### config.mk
export PLATFORM = sky130hd
export DESIGN_NAME = fp16_broadcast_sub_div
export DESIGN_NICKNAME = d
export VERILOG_FILES = /design/src/fbsd_pkg.sv /design/src/fbsd_front.sv /design/src/fbsd_queue.sv /design/src/fbsd_back.sv /design/src/fp16_broadcast_sub_div.sv
export VERILOG_INCLUDE_DIRS = /design/src /design/src/src
export SDC_FILE = /design/constraint.sdc
export NUM_CORES = 1
export LEC_CHECK = 0
export BUFFER_PORTS_ARGS = -buffer_cell sky130_fd_sc_hd__buf_2
export CORE_ASPECT_RATIO = 0.8
export CORE_MARGIN = 2
export CORE_UTILIZATION = 45
export CTS_CLUSTER_SIZE = 14
export DETAILED_ROUTE_END_ITERATION = 8
export PLACE_DENSITY = 0.66
export SLEW_MARGIN = 30
export SYNTH_ARGS = -nofsm -noshare
export SYNTH_HDL_FRONTEND = slang
export SYNTH_HIERARCHICAL = 1
export SYNTH_SLANG_ARGS = --single-unit
### constraint.sdc
create_clock -name clk -period 8.4 [get_ports clk]
set_clock_uncertainty 0.1 [all_clocks]
set_input_delay 1.68 -clock clk [delete_from_list [all_inputs] [get_ports clk]]
set_output_delay 1.68 -clock clk [all_outputs]
set_load 0.005 [all_outputs]
### src/fp16_broadcast_sub_div_macros.svh
// Assertion macros used by the top-level file to check this block.
`ifndef FP16_BROADCAST_SUB_DIV_MACROS_SVH
`define FP16_BROADCAST_SUB_DIV_MACROS_SVH

// Checks that the consequent holds in the same cycle as the antecedent.
`define FBSD_ASSERT_SAME(label, ante, cons, msg) \
    label: assert property (@(posedge clk) disable iff (!rst_n) (ante) |-> (cons)) \
        else $error(msg);

// Checks that the consequent holds in the cycle after the antecedent.
`define FBSD_ASSERT_NEXT(label, ante, cons, msg) \
    label: assert property (@(posedge clk) disable iff (!rst_n) (ante) |=> (cons)) \
        else $error(msg);

`endif

### src/fbsd_pkg.sv
package fbsd_pkg;

    localparam int QUEUE_DEPTH = 2;

    localparam logic [1:0] CFG_OPCODE     = 2'd0;
    localparam logic [1:0] CFG_BROADCAST  = 2'd1;
    localparam logic [1:0] CFG_ROW_LENGTH = 2'd2;
    localparam logic [1:0] CFG_ROW_COUNT  = 2'd3;

    localparam logic OP_SUB = 1'b0;
    localparam logic OP_DIV = 1'b1;

    localparam logic [15:0] QNAN16  = 16'h7E00;
    localparam logic [14:0] INF_MAG = 15'h7C00;

    typedef struct packed {
        logic [15:0] a_value;
        logic [15:0] b_value;
        logic        op;
        logic        row_end;
        logic        task_end;
    } item_t;

endpackage

### src/fbsd_front.sv
module fbsd_front
    import fbsd_pkg::*;
(
    input  logic        clk,
    input  logic        rst_n,
    input  logic        cfg_write_en,
    input  logic [1:0]  cfg_index,
    input  logic [15:0] cfg_data,
    input  logic        in_valid,
    output logic        in_ready,
    input  logic [15:0] a_value,
    input  logic [15:0] b_value,
    output logic        push_valid,
    input  logic        push_ready,
    output item_t       push_item
);

    logic        opcode_reg;
    logic        broadcast_reg;
    logic [15:0] row_length_reg;
    logic [15:0] row_count_reg;
    logic [15:0] column_reg;
    logic [15:0] row_reg;
    logic [15:0] scalar_reg;

    logic [15:0] len;
    logic [15:0] cnt;
    logic [16:0] col_inc;
    logic [16:0] row_inc;
    logic        rend;
    logic        tend;
    logic        accept;

    always_comb
    begin
        len     = (row_length_reg == 16'd0) ? 16'd1 : row_length_reg;
        cnt     = (row_count_reg == 16'd0) ? 16'd1 : row_count_reg;
        col_inc = {1'b0, column_reg} + 17'd1;
        row_inc = {1'b0, row_reg} + 17'd1;
        rend    = col_inc >= {1'b0, len};
        tend    = rend && (row_inc >= {1'b0, cnt});
        accept  = in_valid && push_ready;
    end

    assign in_ready   = push_ready;
    assign push_valid = in_valid;

    always_comb
    begin
        push_item.a_value  = a_value;
        push_item.b_value  = (broadcast_reg && column_reg != 16'd0) ? scalar_reg : b_value;
        push_item.op       = opcode_reg;
        push_item.row_end  = rend;
        push_item.task_end = tend;
    end

    always_ff @(posedge clk or negedge rst_n)
    begin
        if (!rst_n)
        begin
            opcode_reg     <= OP_SUB;
            broadcast_reg  <= 1'b0;
            row_length_reg <= 16'd1;
            row_count_reg  <= 16'd1;
            column_reg     <= 16'd0;
            row_reg        <= 16'd0;
            scalar_reg     <= 16'd0;
        end
        else
        begin
            if (cfg_write_en)
            begin
                case (cfg_index)
                    CFG_OPCODE:     opcode_reg     <= cfg_data[0];
                    CFG_BROADCAST:  broadcast_reg  <= cfg_data[0];
                    CFG_ROW_LENGTH: row_length_reg <= cfg_data;
                    CFG_ROW_COUNT:  row_count_reg  <= cfg_data;
                    default:        opcode_reg     <= opcode_reg;
                endcase
            end
            if (accept)
            begin
                if (column_reg == 16'd0)
                begin
                    scalar_reg <= b_value;
                end
                if (rend)
                begin
                    column_reg <= 16'd0;
                    row_reg    <= tend ? 16'd0 : row_inc[15:0];
                end
                else
                begin
                    column_reg <= col_inc[15:0];
                end
            end
        end
    end

endmodule

### src/fbsd_queue.sv
module fbsd_queue
    import fbsd_pkg::*;
#(
    parameter int DEPTH = QUEUE_DEPTH
)
(
    input  logic  clk,
    input  logic  rst_n,
    input  logic  push_valid,
    output logic  push_ready,
    input  item_t push_item,
    output logic  pop_valid,
    input  logic  pop_ready,
    output item_t pop_item
);

    localparam int PTR_W = (DEPTH > 1) ? $clog2(DEPTH) : 1;
    localparam int CNT_W = $clog2(DEPTH + 1);

    item_t             mem [DEPTH];
    logic [PTR_W-1:0]  wr_ptr_reg;
    logic [PTR_W-1:0]  rd_ptr_reg;
    logic [CNT_W-1:0]  count_reg;
    logic              do_push;
    logic              do_pop;

    assign push_ready = count_reg != CNT_W'(DEPTH);
    assign pop_valid  = count_reg != '0;
    assign pop_item   = mem[rd_ptr_reg];
    assign do_push    = push_valid && push_ready;
    assign do_pop     = pop_valid && pop_ready;

    always_ff @(posedge clk)
    begin
        if (do_push)
        begin
            mem[wr_ptr_reg] <= push_item;
        end
    end

    always_ff @(posedge clk or negedge rst_n)
    begin
        if (!rst_n)
        begin
            wr_ptr_reg <= '0;
            rd_ptr_reg <= '0;
            count_reg  <= '0;
        end
        else
        begin
            if (do_push)
            begin
                wr_ptr_reg <= (wr_ptr_reg == PTR_W'(DEPTH - 1)) ? '0 : wr_ptr_reg + 1'b1;
            end
            if (do_pop)
            begin
                rd_ptr_reg <= (rd_ptr_reg == PTR_W'(DEPTH - 1)) ? '0 : rd_ptr_reg + 1'b1;
            end
            if (do_push && !do_pop)
            begin
                count_reg <= count_reg + 1'b1;
            end
            else if (do_pop && !do_push)
            begin
                count_reg <= count_reg - 1'b1;
            end
        end
    end

endmodule

### src/fbsd_back.sv
module fbsd_back
    import fbsd_pkg::*;
(
    input  logic        clk,
    input  logic        rst_n,
    input  logic        pop_valid,
    output logic        pop_ready,
    input  item_t       pop_item,
    output logic        out_valid,
    input  logic        out_ready,
    output logic [15:0] y_value,
    output logic        row_end,
    output logic        task_end
);

    typedef enum logic [2:0] {
        ST_IDLE,
        ST_PREP,
        ST_ADD,
        ST_NORM,
        ST_DIV,
        ST_DIVN,
        ST_ROUND,
        ST_OUT
    } state_t;

    function automatic logic [3:0] lead_zeros11(input logic [10:0] v);
        logic [3:0] n;
        n = 4'd11;
        for (int i = 0; i < 11; i++)
        begin
            if (v[i])
            begin
                n = 4'(10 - i);
            end
        end
        return n;
    endfunction

    function automatic logic [3:0] msb_pos15(input logic [14:0] v);
        logic [3:0] p;
        p = 4'd0;
        for (int i = 0; i < 15; i++)
        begin
            if (v[i])
            begin
                p = 4'(i);
            end
        end
        return p;
    endfunction

    function automatic logic [15:0] round_fp16(input logic sign, input logic signed [7:0] expo,
                                               input logic [13:0] sig, input logic sticky);
        logic [7:0]  sh;
        logic [13:0] s2;
        logic        st;
        logic [10:0] m;
        logic        inc;
        logic [7:0]  base;
        logic [17:0] bits;
        logic [15:0] res;
        sh = 8'd1 - expo;
        if (expo > 8'sd0)
        begin
            s2   = sig;
            st   = sticky;
            base = expo - 8'sd1;
        end
        else
        begin
            base = 8'd0;
            if (sh >= 8'd14)
            begin
                s2 = 14'd0;
                st = sticky | (|sig);
            end
            else
            begin
                s2 = sig >> sh[3:0];
                st = sticky | (|(sig & ((14'd1 << sh[3:0]) - 14'd1)));
            end
        end
        m    = s2[13:3];
        st   = st | (|s2[1:0]);
        inc  = s2[2] & (st | m[0]);
        bits = {base, 10'd0} + {7'd0, m} + {17'd0, inc};
        if (expo >= 8'sd31 || bits >= 18'h07C00)
        begin
            res = {sign, INF_MAG};
        end
        else
        begin
            res = {sign, bits[14:0]};
        end
        return res;
    endfunction

    state_t             state_reg;
    logic [15:0]        a_reg;
    logic [15:0]        b_reg;
    logic               op_reg;
    logic               rend_reg;
    logic               tend_reg;
    logic [14:0]        x_reg;
    logic [13:0]        y_reg;
    logic signed [7:0]  expo_reg;
    logic               sign_reg;
    logic               add_reg;
    logic               sticky_reg;
    logic [15:0]        q_reg;
    logic [2:0]         cnt_reg;
    logic [15:0]        result_reg;
    logic               out_valid_reg;
    logic [15:0]        y_value_reg;
    logic               row_end_reg;
    logic               task_end_reg;

    logic [4:0]         a_exp;
    logic [4:0]         b_exp;
    logic [10:0]        a_man;
    logic [10:0]        b_man;
    logic [4:0]         a_eff;
    logic [4:0]         b_eff;
    logic               a_nan;
    logic               b_nan;
    logic               a_inf;
    logic               b_inf;
    logic               a_zero;
    logic               b_zero;
    logic               sub_b_sign;
    logic               div_sign;
    logic               prep_special;
    logic [15:0]        prep_value;
    logic               a_big;
    logic [4:0]         big_e;
    logic [4:0]         small_e;
    logic [10:0]        big_m;
    logic [10:0]        small_m;
    logic               big_s;
    logic               small_s;
    logic [4:0]         diff;
    logic [13:0]        small_ext;
    logic [13:0]        aligned;
    logic               lost;
    logic [3:0]         a_lz;
    logic [3:0]         b_lz;
    logic [10:0]        a_norm;
    logic [10:0]        b_norm;
    logic signed [7:0]  div_expo;

    logic [14:0]        add_res;

    logic [3:0]         msb;
    logic [3:0]         lsh;
    logic [13:0]        n_sig;
    logic signed [7:0]  n_expo;
    logic               n_st;

    logic [11:0]        r0;
    logic [11:0]        r1;
    logic [11:0]        r2;
    logic [11:0]        t1;
    logic [11:0]        t2;
    logic               bit1;
    logic               bit2;

    logic [13:0]        d_sig;
    logic signed [7:0]  d_expo;
    logic               d_st;

    always_comb
    begin
        a_exp      = a_reg[14:10];
        b_exp      = b_reg[14:10];
        a_man      = {a_exp != 5'd0, a_reg[9:0]};
        b_man      = {b_exp != 5'd0, b_reg[9:0]};
        a_eff      = (a_exp == 5'd0) ? 5'd1 : a_exp;
        b_eff      = (b_exp == 5'd0) ? 5'd1 : b_exp;
        a_nan      = (a_exp == 5'h1F) && (a_reg[9:0] != 10'd0);
        b_nan      = (b_exp == 5'h1F) && (b_reg[9:0] != 10'd0);
        a_inf      = a_reg[14:0] == INF_MAG;
        b_inf      = b_reg[14:0] == INF_MAG;
        a_zero     = a_reg[14:0] == 15'd0;
        b_zero     = b_reg[14:0] == 15'd0;
        sub_b_sign = ~b_reg[15];
        div_sign   = a_reg[15] ^ b_reg[15];

        prep_special = 1'b0;
        prep_value   = QNAN16;
        if (a_nan || b_nan)
        begin
            prep_special = 1'b1;
        end
        else if (op_reg == OP_SUB)
        begin
            if (a_inf && b_inf)
            begin
                prep_special = 1'b1;
                prep_value   = (a_reg[15] == sub_b_sign) ? {a_reg[15], INF_MAG} : QNAN16;
            end
            else if (a_inf)
            begin
                prep_special = 1'b1;
                prep_value   = {a_reg[15], INF_MAG};
            end
            else if (b_inf)
            begin
                prep_special = 1'b1;
                prep_value   = {sub_b_sign, INF_MAG};
            end
        end
        else
        begin
            if ((a_zero && b_zero) || (a_inf && b_inf))
            begin
                prep_special = 1'b1;
            end
            else if (b_zero || a_inf)
            begin
                prep_special = 1'b1;
                prep_value   = {div_sign, INF_MAG};
            end
            else if (b_inf || a_zero)
            begin
                prep_special = 1'b1;
                prep_value   = {div_sign, 15'd0};
            end
        end

        a_big     = a_reg[14:0] >= b_reg[14:0];
        big_e     = a_big ? a_eff : b_eff;
        small_e   = a_big ? b_eff : a_eff;
        big_m     = a_big ? a_man : b_man;
        small_m   = a_big ? b_man : a_man;
        big_s     = a_big ? a_reg[15] : sub_b_sign;
        small_s   = a_big ? sub_b_sign : a_reg[15];
        diff      = big_e - small_e;
        small_ext = {small_m, 3'b000};
        if (diff >= 5'd14)
        begin
            aligned = 14'd0;
            lost    = small_m != 11'd0;
        end
        else
        begin
            aligned = small_ext >> diff[3:0];
            lost    = |(small_ext & ((14'd1 << diff[3:0]) - 14'd1));
        end

        a_lz     = lead_zeros11(a_man);
        b_lz     = lead_zeros11(b_man);
        a_norm   = a_man << a_lz;
        b_norm   = b_man << b_lz;
        div_expo = $signed({3'b000, a_eff}) - $signed({4'b0000, a_lz})
                 - $signed({3'b000, b_eff}) + $signed({4'b0000, b_lz}) + 8'sd15;
    end

    always_comb
    begin
        if (add_reg)
        begin
            add_res = x_reg + {1'b0, y_reg};
        end
        else
        begin
            add_res = x_reg - {1'b0, y_reg} - {14'd0, sticky_reg};
        end
    end

    always_comb
    begin
        msb = msb_pos15(x_reg);
        lsh = 4'd13 - msb;
        if (msb == 4'd14)
        begin
            n_sig  = x_reg[14:1];
            n_st   = sticky_reg | x_reg[0];
            n_expo = expo_reg + 8'sd1;
            lsh    = 4'd0;
        end
        else
        begin
            n_sig  = x_reg[13:0] << lsh;
            n_st   = sticky_reg;
            n_expo = expo_reg - $signed({4'b0000, lsh});
        end
    end

    always_comb
    begin
        r0   = x_reg[11:0];
        bit1 = r0 >= {1'b0, y_reg[10:0]};
        t1   = bit1 ? r0 - {1'b0, y_reg[10:0]} : r0;
        r1   = {t1[10:0], 1'b0};
        bit2 = r1 >= {1'b0, y_reg[10:0]};
        t2   = bit2 ? r1 - {1'b0, y_reg[10:0]} : r1;
        r2   = {t2[10:0], 1'b0};
    end

    always_comb
    begin
        if (q_reg[15])
        begin
            d_sig  = q_reg[15:2];
            d_st   = (|q_reg[1:0]) | (x_reg[11:0] != 12'd0);
            d_expo = expo_reg;
        end
        else
        begin
            d_sig  = q_reg[14:1];
            d_st   = q_reg[0] | (x_reg[11:0] != 12'd0);
            d_expo = expo_reg - 8'sd1;
        end
    end

    assign pop_ready = state_reg == ST_IDLE;
    assign out_valid = out_valid_reg;
    assign y_value   = y_value_reg;
    assign row_end   = row_end_reg;
    assign task_end  = task_end_reg;

    always_ff @(posedge clk or negedge rst_n)
    begin
        if (!rst_n)
        begin
            state_reg     <= ST_IDLE;
            out_valid_reg <= 1'b0;
            cnt_reg       <= 3'd0;
        end
        else
        begin
            if (out_valid_reg && out_ready && state_reg != ST_OUT)
            begin
                out_valid_reg <= 1'b0;
            end
            case (state_reg)
                ST_IDLE:
                begin
                    if (pop_valid)
                    begin
                        a_reg     <= pop_item.a_value;
                        b_reg     <= pop_item.b_value;
                        op_reg    <= pop_item.op;
                        rend_reg  <= pop_item.row_end;
                        tend_reg  <= pop_item.task_end;
                        state_reg <= ST_PREP;
                    end
                end
                ST_PREP:
                begin
                    if (prep_special)
                    begin
                        result_reg <= prep_value;
                        state_reg  <= ST_OUT;
                    end
                    else if (op_reg == OP_SUB)
                    begin
                        x_reg      <= {1'b0, big_m, 3'b000};
                        y_reg      <= aligned;
                        sticky_reg <= lost;
                        expo_reg   <= $signed({3'b000, big_e});
                        sign_reg   <= big_s;
                        add_reg    <= big_s == small_s;
                        state_reg  <= ST_ADD;
                    end
                    else
                    begin
                        x_reg      <= {4'd0, a_norm};
                        y_reg      <= {3'd0, b_norm};
                        expo_reg   <= div_expo;
                        sign_reg   <= div_sign;
                        q_reg      <= 16'd0;
                        cnt_reg    <= 3'd0;
                        state_reg  <= ST_DIV;
                    end
                end
                ST_ADD:
                begin
                    if (add_res == 15'd0)
                    begin
                        result_reg <= {add_reg & sign_reg, 15'd0};
                        state_reg  <= ST_OUT;
                    end
                    else
                    begin
                        x_reg      <= add_res;
                        state_reg  <= ST_NORM;
                    end
                end
                ST_NORM:
                begin
                    x_reg      <= {1'b0, n_sig};
                    expo_reg   <= n_expo;
                    sticky_reg <= n_st;
                    state_reg  <= ST_ROUND;
                end
                ST_DIV:
                begin
                    x_reg   <= {3'd0, r2};
                    q_reg   <= {q_reg[13:0], bit1, bit2};
                    cnt_reg <= cnt_reg + 3'd1;
                    if (cnt_reg == 3'd7)
                    begin
                        state_reg <= ST_DIVN;
                    end
                end
                ST_DIVN:
                begin
                    x_reg      <= {1'b0, d_sig};
                    expo_reg   <= d_expo;
                    sticky_reg <= d_st;
                    state_reg  <= ST_ROUND;
                end
                ST_ROUND:
                begin
                    result_reg <= round_fp16(sign_reg, expo_reg, x_reg[13:0], sticky_reg);
                    state_reg  <= ST_OUT;
                end
                ST_OUT:
                begin
                    if (!out_valid_reg || out_ready)
                    begin
                        y_value_reg   <= result_reg;
                        row_end_reg   <= rend_reg;
                        task_end_reg  <= tend_reg;
                        out_valid_reg <= 1'b1;
                        state_reg     <= ST_IDLE;
                    end
                end
                default:
                begin
                    state_reg <= ST_IDLE;
                end
            endcase
        end
    end

endmodule

### src/fp16_broadcast_sub_div.sv
// Streaming binary16 subtract or divide over a row-major task.
// The input channel (in_valid, in_ready) carries a_value and b_value; each
// transfer yields exactly one transfer on the output channel (out_valid,
// out_ready) with y_value, row_end and task_end, in order.
// The configuration port writes opcode, broadcast_mode, row_length and
// row_count on cfg_write_en; the user must see that it is used only while
// the block is idle, as the block has no check. The front stage tracks row
// and column position and picks the broadcast scalar, then hands it to the
// arithmetic unit through a short queue, so the input keeps accepting while
// a result waits. Special operands (NaN, infinity, division by zero or of
// zero) go from PREP straight to OUT; an exact zero difference goes PREP,
// ADD, OUT; subtraction goes PREP, ADD, NORM, ROUND, OUT; division goes
// PREP, DIV, DIVN, ROUND, OUT. The arithmetic unit takes one element at a
// time; division retires two quotient bits per cycle in DIV.
// When the receiver stalls, the result is held on the outputs, the unit
// stops after finishing one more element, and the queue fills before
// in_ready drops. Reset clears the counters, the queue and the output valid,
// and returns the registers to subtract, elementwise, one by one.
module fp16_broadcast_sub_div
    import fbsd_pkg::*;
#(
    parameter int QUEUE_DEPTH_P = QUEUE_DEPTH
)
(
    input  logic        clk,
    input  logic        rst_n,
    input  logic        cfg_write_en,
    input  logic [1:0]  cfg_index,
    input  logic [15:0] cfg_data,
    input  logic        in_valid,
    output logic        in_ready,
    input  logic [15:0] a_value,
    input  logic [15:0] b_value,
    output logic        out_valid,
    input  logic        out_ready,
    output logic [15:0] y_value,
    output logic        row_end,
    output logic        task_end
);

    item_t       push_item;
    item_t       pop_item;
    logic        push_valid;
    logic        push_ready;
    logic        pop_valid;
    logic        pop_ready;
    logic        y_is_nan;
    logic        out_stall;
    logic [17:0] out_word;

    assign y_is_nan  = (y_value[14:10] == 5'h1F) && (y_value[9:0] != 10'd0);
    assign out_stall = out_valid && !out_ready;
    assign out_word  = {y_value, row_end, task_end};

    fbsd_front u_front (
        .clk          (clk),
        .rst_n        (rst_n),
        .cfg_write_en (cfg_write_en),
        .cfg_index    (cfg_index),
        .cfg_data     (cfg_data),
        .in_valid     (in_valid),
        .in_ready     (in_ready),
        .a_value      (a_value),
        .b_value      (b_value),
        .push_valid   (push_valid),
        .push_ready   (push_ready),
        .push_item    (push_item)
    );

    fbsd_queue #(
        .DEPTH (QUEUE_DEPTH_P)
    ) u_queue (
        .clk        (clk),
        .rst_n      (rst_n),
        .push_valid (push_valid),
        .push_ready (push_ready),
        .push_item  (push_item),
        .pop_valid  (pop_valid),
        .pop_ready  (pop_ready),
        .pop_item   (pop_item)
    );

    fbsd_back u_back (
        .clk       (clk),
        .rst_n     (rst_n),
        .pop_valid (pop_valid),
        .pop_ready (pop_ready),
        .pop_item  (pop_item),
        .out_valid (out_valid),
        .out_ready (out_ready),
        .y_value   (y_value),
        .row_end   (row_end),
        .task_end  (task_end)
    );

`include "fp16_broadcast_sub_div_macros.svh"

    `FBSD_ASSERT_SAME(a_task_end_row_end, out_valid && task_end, row_end, "task end without row end")
    `FBSD_ASSERT_SAME(a_qnan, out_valid && y_is_nan, y_value == QNAN16, "non-canonical NaN")
    `FBSD_ASSERT_NEXT(a_hold, out_stall, out_valid && $stable(out_word), "result not held")

endmodule
==> summary.md, run 1 <==
| Metric | Value |
|---|---|
| Synth Instances | `2,362` |
| Most flops, register | `u_queue/mem` |
| Syn avg cell area | `9.56 sq um` |
| Die Area | `52,000 sq um` |
| Final Max Slew Viols | `0` |
| Kind of critical path | `reg -> reg` |
| Routed Antenna Nets | `0` |
| Number of global-route vias before repair | `17,800` |
| CP endpoint kind | `flop` |
| Setup bufs post-CTS | `0` |
| Area Growth Syn to Fin | `8.37%` |
| Fillers | `4,589` |
| Ratio of cells with drive above 1 in the final layout | `14.6%` |
| Tot Pwr | `9210 uW` |
| Ranking of synthesized cells by area | `edfxtp_1 (26%), dfrtp_1 (10%), ha_1 (8.4%), mux2_2 (4.5%), mux2i_1 (4.0%)` |
| Worst path cell trace | `inv_1 -> ha_1 -> a21o_1 -> a21oi_1 -> o21a_1 -> o21ai_0 -> a21oi_1 -> buf_4 -> mux2_2 -> ha_1 -> a21o_1 -> a21oi_1 -> o21bai_1 -> a2111o_1 -> a41o_1 -> a221oi_1 -> buf_4 -> mux2_2 -> o211ai_1 -> nand3_1` |
| DP Wirelength | `48.8 mm` |
| Most common cell in the netlist | `edfxtp_1` |
| Synth Cell Area | `22,600 sq um` |
| Global placement routability congestion | `0.982` |
| Leak | `0.0101 uW` |
| Critical path peak fanout | `19` |
| Slew @ Worst Pin | `1010 ps` |
| Share of the synthesized area in the top cell type | `25.9%` |
| Min Tclk post-route | `6290 ps` |
| Std-Cell Core Area | `49,600 sq um` |
| WL/cell | `21.4 microns` |
| Post-CTS Resized | `0` |
| Max reg flops | `70` |
| Fin cells | `3,047` |
| Peak supply drop | `0.197 mV` |
| Slowest-stage cell, CP | `edfxtp_1` |
| Critical path's most frequent cell | `a21oi_1` |
| Worst slack, placed | `2250 ps` |
| IO buf count | `74` |
| Final Hold Violating Endpoints | `0` |
| Largest net degree at the start of global routing | `58` |
| Status | `complete, no violations` |
| Max incr delay on CP | `670 ps` |
| Initial antenna violation count | `1` |
| Max Clk Rate | `0.159 GHz` |
| #FFs+latches synth | `288` |
| Die width | `254 microns` |
| GRT overflow | `0` |
| Setup slack after layout | `2110 ps` |
| Post-CTS Hold Fix Bufs | `0` |
| Starting Density | `45.5%` |
| Placed cell count | `2,984` |
| H-tree depth | `2` |
| EDFF count, synth | `195` |
| Worst hold-check path type | `reg -> reg` |
| GRT Total Usage | `25.1%` |
| Clk root buf | `clkbuf_16` |
| Power per cell area | `376 nW/um^2` |
| Vias | `18,700` |
| Post-synth ARST share | `32.3%` |
| Number of core rows | `73` |
| Final setup viols | `0` |
| DR DRC count | `0` |
| Clock sinks | `288` |
| Clk Latency, worst-skew pair | `570 ps` |
| Required time of the worst setup path | `8600 ps` |
| R2R setup slack | `2110 ps` |
| Routed WL | `65.3 mm` |
| Max Root-Sink Buffers | `3` |
| Sequential share of the synthesized area | `36.3%` |
| Setup TNS | `0 ps` |
| DR vias/cell | `6.13` |
| Number of synthesis warnings | `6` |
| First-pass GRT wire length | `103 mm` |
| Max_cap viols | `0` |
| Worst setup SP type | `flop` |
| CTS Buf Count | `34` |
| Die span in y | `204 microns` |
| # IOs | `75` |
| Most instantiated cells after synthesis | `edfxtp_1 (195), nor2_1 (172), nand2_1 (171)` |
| TritonRoute pass-1 iters | `6` |
| Clock-pin slew on the worst setup and hold paths | `60 ps` |
| Iteration-0 DRC Markers | `1,964` |
| Fin crit share | `74.9%` |
| Final Net Count | `2,564` |
| Slew Limit Headroom | `32.5%` |
| Post-Syn Nets | `2,581` |
| CTS tree | `done` |
| RSZ-0062 raised after global routing | `false` |
| Top FF cell, synth | `edfxtp_1` |
| Yosys top cell by area | `edfxtp_1` |
| Crit path arrival time | `6490 ps` |
| Unique masters post-synth | `99` |
==> layout by cell type, fill, tap and decap left out, types with 33 or more instances in the layout <==
cell,synthesis,routed
a21oi_1,148,146
buf_2,15,73
clkbuf_16,0,34
dfrtp_1,91,90
edfxtp_1,195,195
ha_1,152,152
inv_1,160,160
mux2_2,91,91
mux2i_1,90,90
nand2_1,171,171
nand3_1,67,67
nor2_1,172,170
nor3_1,62,62
o211ai_1,33,33
o21ai_0,116,116
xnor2_1,60,60
xor2_1,35,35
==> power breakdown <==
group	total (uW)	internal, uW	switching [uW]
clock	1490	844	651
sequential	2350	1990	365
combinational	5360	2090	3270
total	9210	4920	4290
==> critical path, delay by kind of cell (launching register included) <==
family | cells | cell delay (ps)
compound gates | 12 | 2710
fa+ha+maj | 2 | 850
buf+inv | 3 | 790
mux | 2 | 750
flops | 1 | 670
simple gates | 1 | 110
==> kinds of logic (layout without fill, tap and decap cells) <==
family,count (synthesis),count (layout),share of synthesized area (%)
buffers and inverters,320,329,6.19
DFF,288,288,36.3
muxes,228,228,12.2
adders and majority gates,165,165,9.53
AOI/OAI and AO/OA,580,580,17.1
xor gates and xnor gates,95,95,3.69
other,0,1,0
and+or+nand+nor,686,686,15.1
==> final timing paths <==
check | start | endpoint | cells past startpoint
worst min-delay path | u_back/result_reg[0] | u_back/y_value[0] | 0
worst max-delay path | u_back/x_reg[2] | u_back/x_reg[7] | 20
worst min register to register | u_back/result_reg[0] | u_back/y_value[0] | 0
worst max register to register | u_back/x_reg[2] | u_back/x_reg[7] | 20
min in group asynchronous | rst_n | u_front/column_reg[10] | 1
max in group asynchronous | rst_n | u_queue/rd_ptr_reg | 2
==> layer usage <==
| metal | wire length (microns) | share of wire (%) | GRT usage (%) |
|---|---|---|---|
| met3 | 5580 | 8.5 | 4.46 |
| met5 | 0 | 0 | 0 |
| met2 | 28600 | 44 | 38.1 |
| met4 | 1400 | 2.1 | 6.47 |
| met1 | 29700 | 45 | 36.7 |
==> cell type report <==
| cell class | instances | area [sq um] | share of cell area, % |
|---|---|---|---|
| Tap cell | 675 | 845 | 3.45 |
| Sequential cell | 288 | 8190 | 33.5 |
| Antenna cell | 1 | 2.50 | 0.0102 |
| Multi-Input combinational cell | 1754 | 13100 | 53.4 |
| Timing Repair Buffer | 102 | 603 | 2.47 |
| Clock inverter | 24 | 248 | 1.01 |
| Clock buffer | 38 | 886 | 3.62 |
| Inverter | 165 | 619 | 2.53 |
==> through the flow <==
step	util, %	instance area, sq um	hold slack (ps)
2_1_floorplan	-	22600	300
3_3_place_gp	46.9	23300	302
3_5_place_dp	47.0	23300	305
4_1_cts	49.3	24400	319
5_1_grt	49.3	24500	325
6_report	49.3	24500	314
Power figures use the tool's default switching activity.
==> run 2: changes to the inputs <==
PLACE_DENSITY = 0.68   (was 0.66)
clock period = 5.61 ns   (was 8.4 ns; I/O delays follow)
==> run 2 against run 1 <==
Against the previous run: hold slack worse by 5.2 ps; sequential power is 43% higher; non-clock buffer count is 63 higher; clock power is 46% higher; sequential cell count stayed put; fmax is 18% higher; setup slack worse by 1800 ps; global-route usage is 0.17 points higher; register-to-register slack worse by 1800 ps; routed wire length is 0.53% higher; utilization is 0.90 points higher.
==> summary.md, run 2 (same netlist as run 1, synthesis figures left out) <==
| Metric | Value |
|---|---|
| Number of global-route vias before repair | `18,200` |
| Leak | `0.0104 uW` |
| CTS tree | `done` |
| TritonRoute pass-1 iters | `5` |
| Fin crit share | `95.2%` |
| Tot Pwr | `14,000 uW` |
| DR DRC count | `0` |
| Number of core rows | `73` |
| Kind of critical path | `reg -> reg` |
| WHS Endpoint | `u_back/y_value[13]` |
| Most frequent cells in the layout | `edfxtp_1 (195), nand2_1 (171), nor2_1 (170), inv_1 (160), ha_1 (152)` |
| Iteration-0 DRC Markers | `2,078` |
| RSZ-0062 raised after global routing | `false` |
| Final setup viols | `0` |
| Global placement routability congestion | `0.948` |
| Final Net Count | `2,627` |
| GRT Total Usage | `25.2%` |
| Area Growth Syn to Fin | `10.3%` |
| Slew Limit Headroom | `27.4%` |
| Worst path cell trace | `inv_1 -> ha_1 -> inv_1 -> fa_2 -> a21o_1 -> a21oi_2 -> o21a_1 -> o21ai_0 -> a21oi_2 -> mux2_4 -> ha_1 -> a21o_1 -> a21oi_2 -> o21bai_1 -> a2111o_1 -> a41o_1 -> a221oi_4 -> buf_6 -> nor2_1 -> a221oi_1 -> o21ai_0` |
| Die Area | `52,000 sq um` |
| CTS Buf Count | `34` |
| Clock sinks | `288` |
| Family with the most delay on the worst path | `compound AO/OA/AOI/OAI gates` |
| Worst R2R End | `u_back/x_reg[1]` |
| Post-CTS Hold Fix Bufs | `0` |
| Worst setup SP type | `flop` |
| R2R setup slack | `270 ps` |
| Largest net degree at the start of global routing | `73` |
| # IOs | `75` |
| Clk Latency, worst-skew pair | `550 ps` |
| Required time of the worst setup path | `5780 ps` |
| Max Root-Sink Buffers | `3` |
| Max Clk Rate | `0.187 GHz` |
| Critical path buffers and inverters | `3` |
| Worst Min Path Start | `u_back/result_reg[13]` |
| Critical path's most frequent cell | `a21oi_2` |
| Peak supply drop | `0.371 mV` |
| Max reg flops | `70` |
| Std-Cell Core Area | `49,600 sq um` |
| Clock-pin slew on the worst setup and hold paths | `60 ps` |
| Crit path arrival time | `5510 ps` |
| Final Max Slew Viols | `0` |
| Die width | `254 microns` |
| Routed Antenna Nets | `0` |
| Routed WL | `65.6 mm` |
| Cell count along the critical path | `21` |
| Initial antenna violation count | `2` |
| Ratio of cells with drive above 1 in the final layout | `16.6%` |
| Multi-input logic area | `13,100 sq um` |
| Fillers | `4,576` |
| DR vias/cell | `6.05` |
| First-pass GRT wire length | `103 mm` |
| Leading cell type in the layout, fill and taps excluded | `edfxtp_1` |
| Slew @ Worst Pin | `1060 ps` |
| Status | `complete, no violations` |
| Final Hold Violating Endpoints | `0` |
| Slowest-stage cell, CP | `a2111o_1` |
| Die span in y | `204 microns` |
| Vias | `18,800` |
| GRT overflow | `0` |
| Max_cap viols | `0` |
| Setup TNS | `0 ps` |
| Reg2reg start | `u_back/x_reg[0]` |
| Critical path peak fanout | `6` |
| Most flops, register | `u_queue/mem` |
| DP Wirelength | `49.7 mm` |
| Power per cell area | `564 nW/um^2` |
| CP endpoint kind | `flop` |
| Path depth of the worst reg2reg path | `21` |
| IO buf count | `74` |
| Storage cell area | `8190 sq um` |
| Max incr delay on CP | `450 ps` |
| Hold path cells | `0` |
| Starting Density | `45.5%` |
| Clk root buf | `clkbuf_16` |
| H-tree depth | `2` |
| Min Tclk post-route | `5340 ps` |
| WL/cell | `21.1 microns` |
| Worst hold-check path type | `reg -> reg` |
-- run 2: cell types whose count changed in the layout (fill, tap and decap cells not counted), moves of 3 or more --
cell        before  now
a21oi_2          2    6
buf_4           28   88
buf_6            0    3
clkbuf_1         2    9
clkinvlp_4       6    0
-- run 2: worst reg2reg max path: cells and delay by family (launching register included) --
kind | cells | cell delay (ps)
AND/OR/NAND/NOR | 1 | 60
flip-flops | 1 | 390
multiplexers | 1 | 340
AO/OA/AOI/OAI | 13 | 2990
adder cells (fa/ha/maj) | 3 | 830
buffers and inverters | 3 | 340
-- run 2: worst max path at each step --
stage / endpoint / startpoint
floorplan: u_back/x_reg[1] / u_back/x_reg[0]
global placement: u_back/x_reg[1] / u_back/x_reg[0]
detailed placement: u_back/x_reg[3] / u_back/x_reg[0]
CTS: u_back/x_reg[1] / u_back/x_reg[0]
global route: u_back/x_reg[3] / u_back/y_reg[6]
finish: u_back/x_reg[1] / u_back/x_reg[0]
-- run 2: timing repair --
item,4_1_cts,5_1_grt
buffers inserted,0,4
endpoints found under the setup margin,0,9
resized for setup,0,6
-- run 2: report_power, final --
group	internal [uW]	switching [uW]	leakage (uW)
registers	2970	374	0.00296
logic	3370	5160	0.00692
clock network	1240	929	0.000527
-- run 2: cell type report --
class / instances / share of cell area [%]
sequential: 288 / 32.9
clock buffer: 44 / 3.61
clock inverter: 17 / 0.738
tap: 675 / 3.39
multi-input combinational: 1754 / 52.5
inverter: 165 / 2.49
antenna: 1 / 0.0100
timing repair buffer: 165 / 4.37
-- run 2: per-layer routing --
| layer | GRT usage, % | up-vias | share of wire, % |
|---|---|---|---|
| li1 | - | 8793 | - |
| met1 | 36.9 | 9105 | 45 |
| met2 | 37.7 | 793 | 43 |
| met3 | 5.41 | 112 | 9.3 |
| met4 | 6.72 | 0 | 2.3 |
| met5 | 0 | - | 0 |
-- run 2: metrics by stage --
| stage | area [sq um] | worst slack (ps) | std cells | hold slack (ps) | util [%] |
|---|---|---|---|---|---|
| finish | 24900 | 267 | 3109 | 308 | 50.2 |
| global route | 24900 | 37.0 | 3109 | 313 | 50.2 |
| CTS | 24800 | 77.0 | 3104 | 311 | 50.1 |
| detailed placement | 23800 | 129 | 3043 | 305 | 47.9 |
| global placement | 23700 | 256 | 3042 | 301 | 47.8 |
| floorplan | 22600 | 7.68 | 2362 | 300 | - |
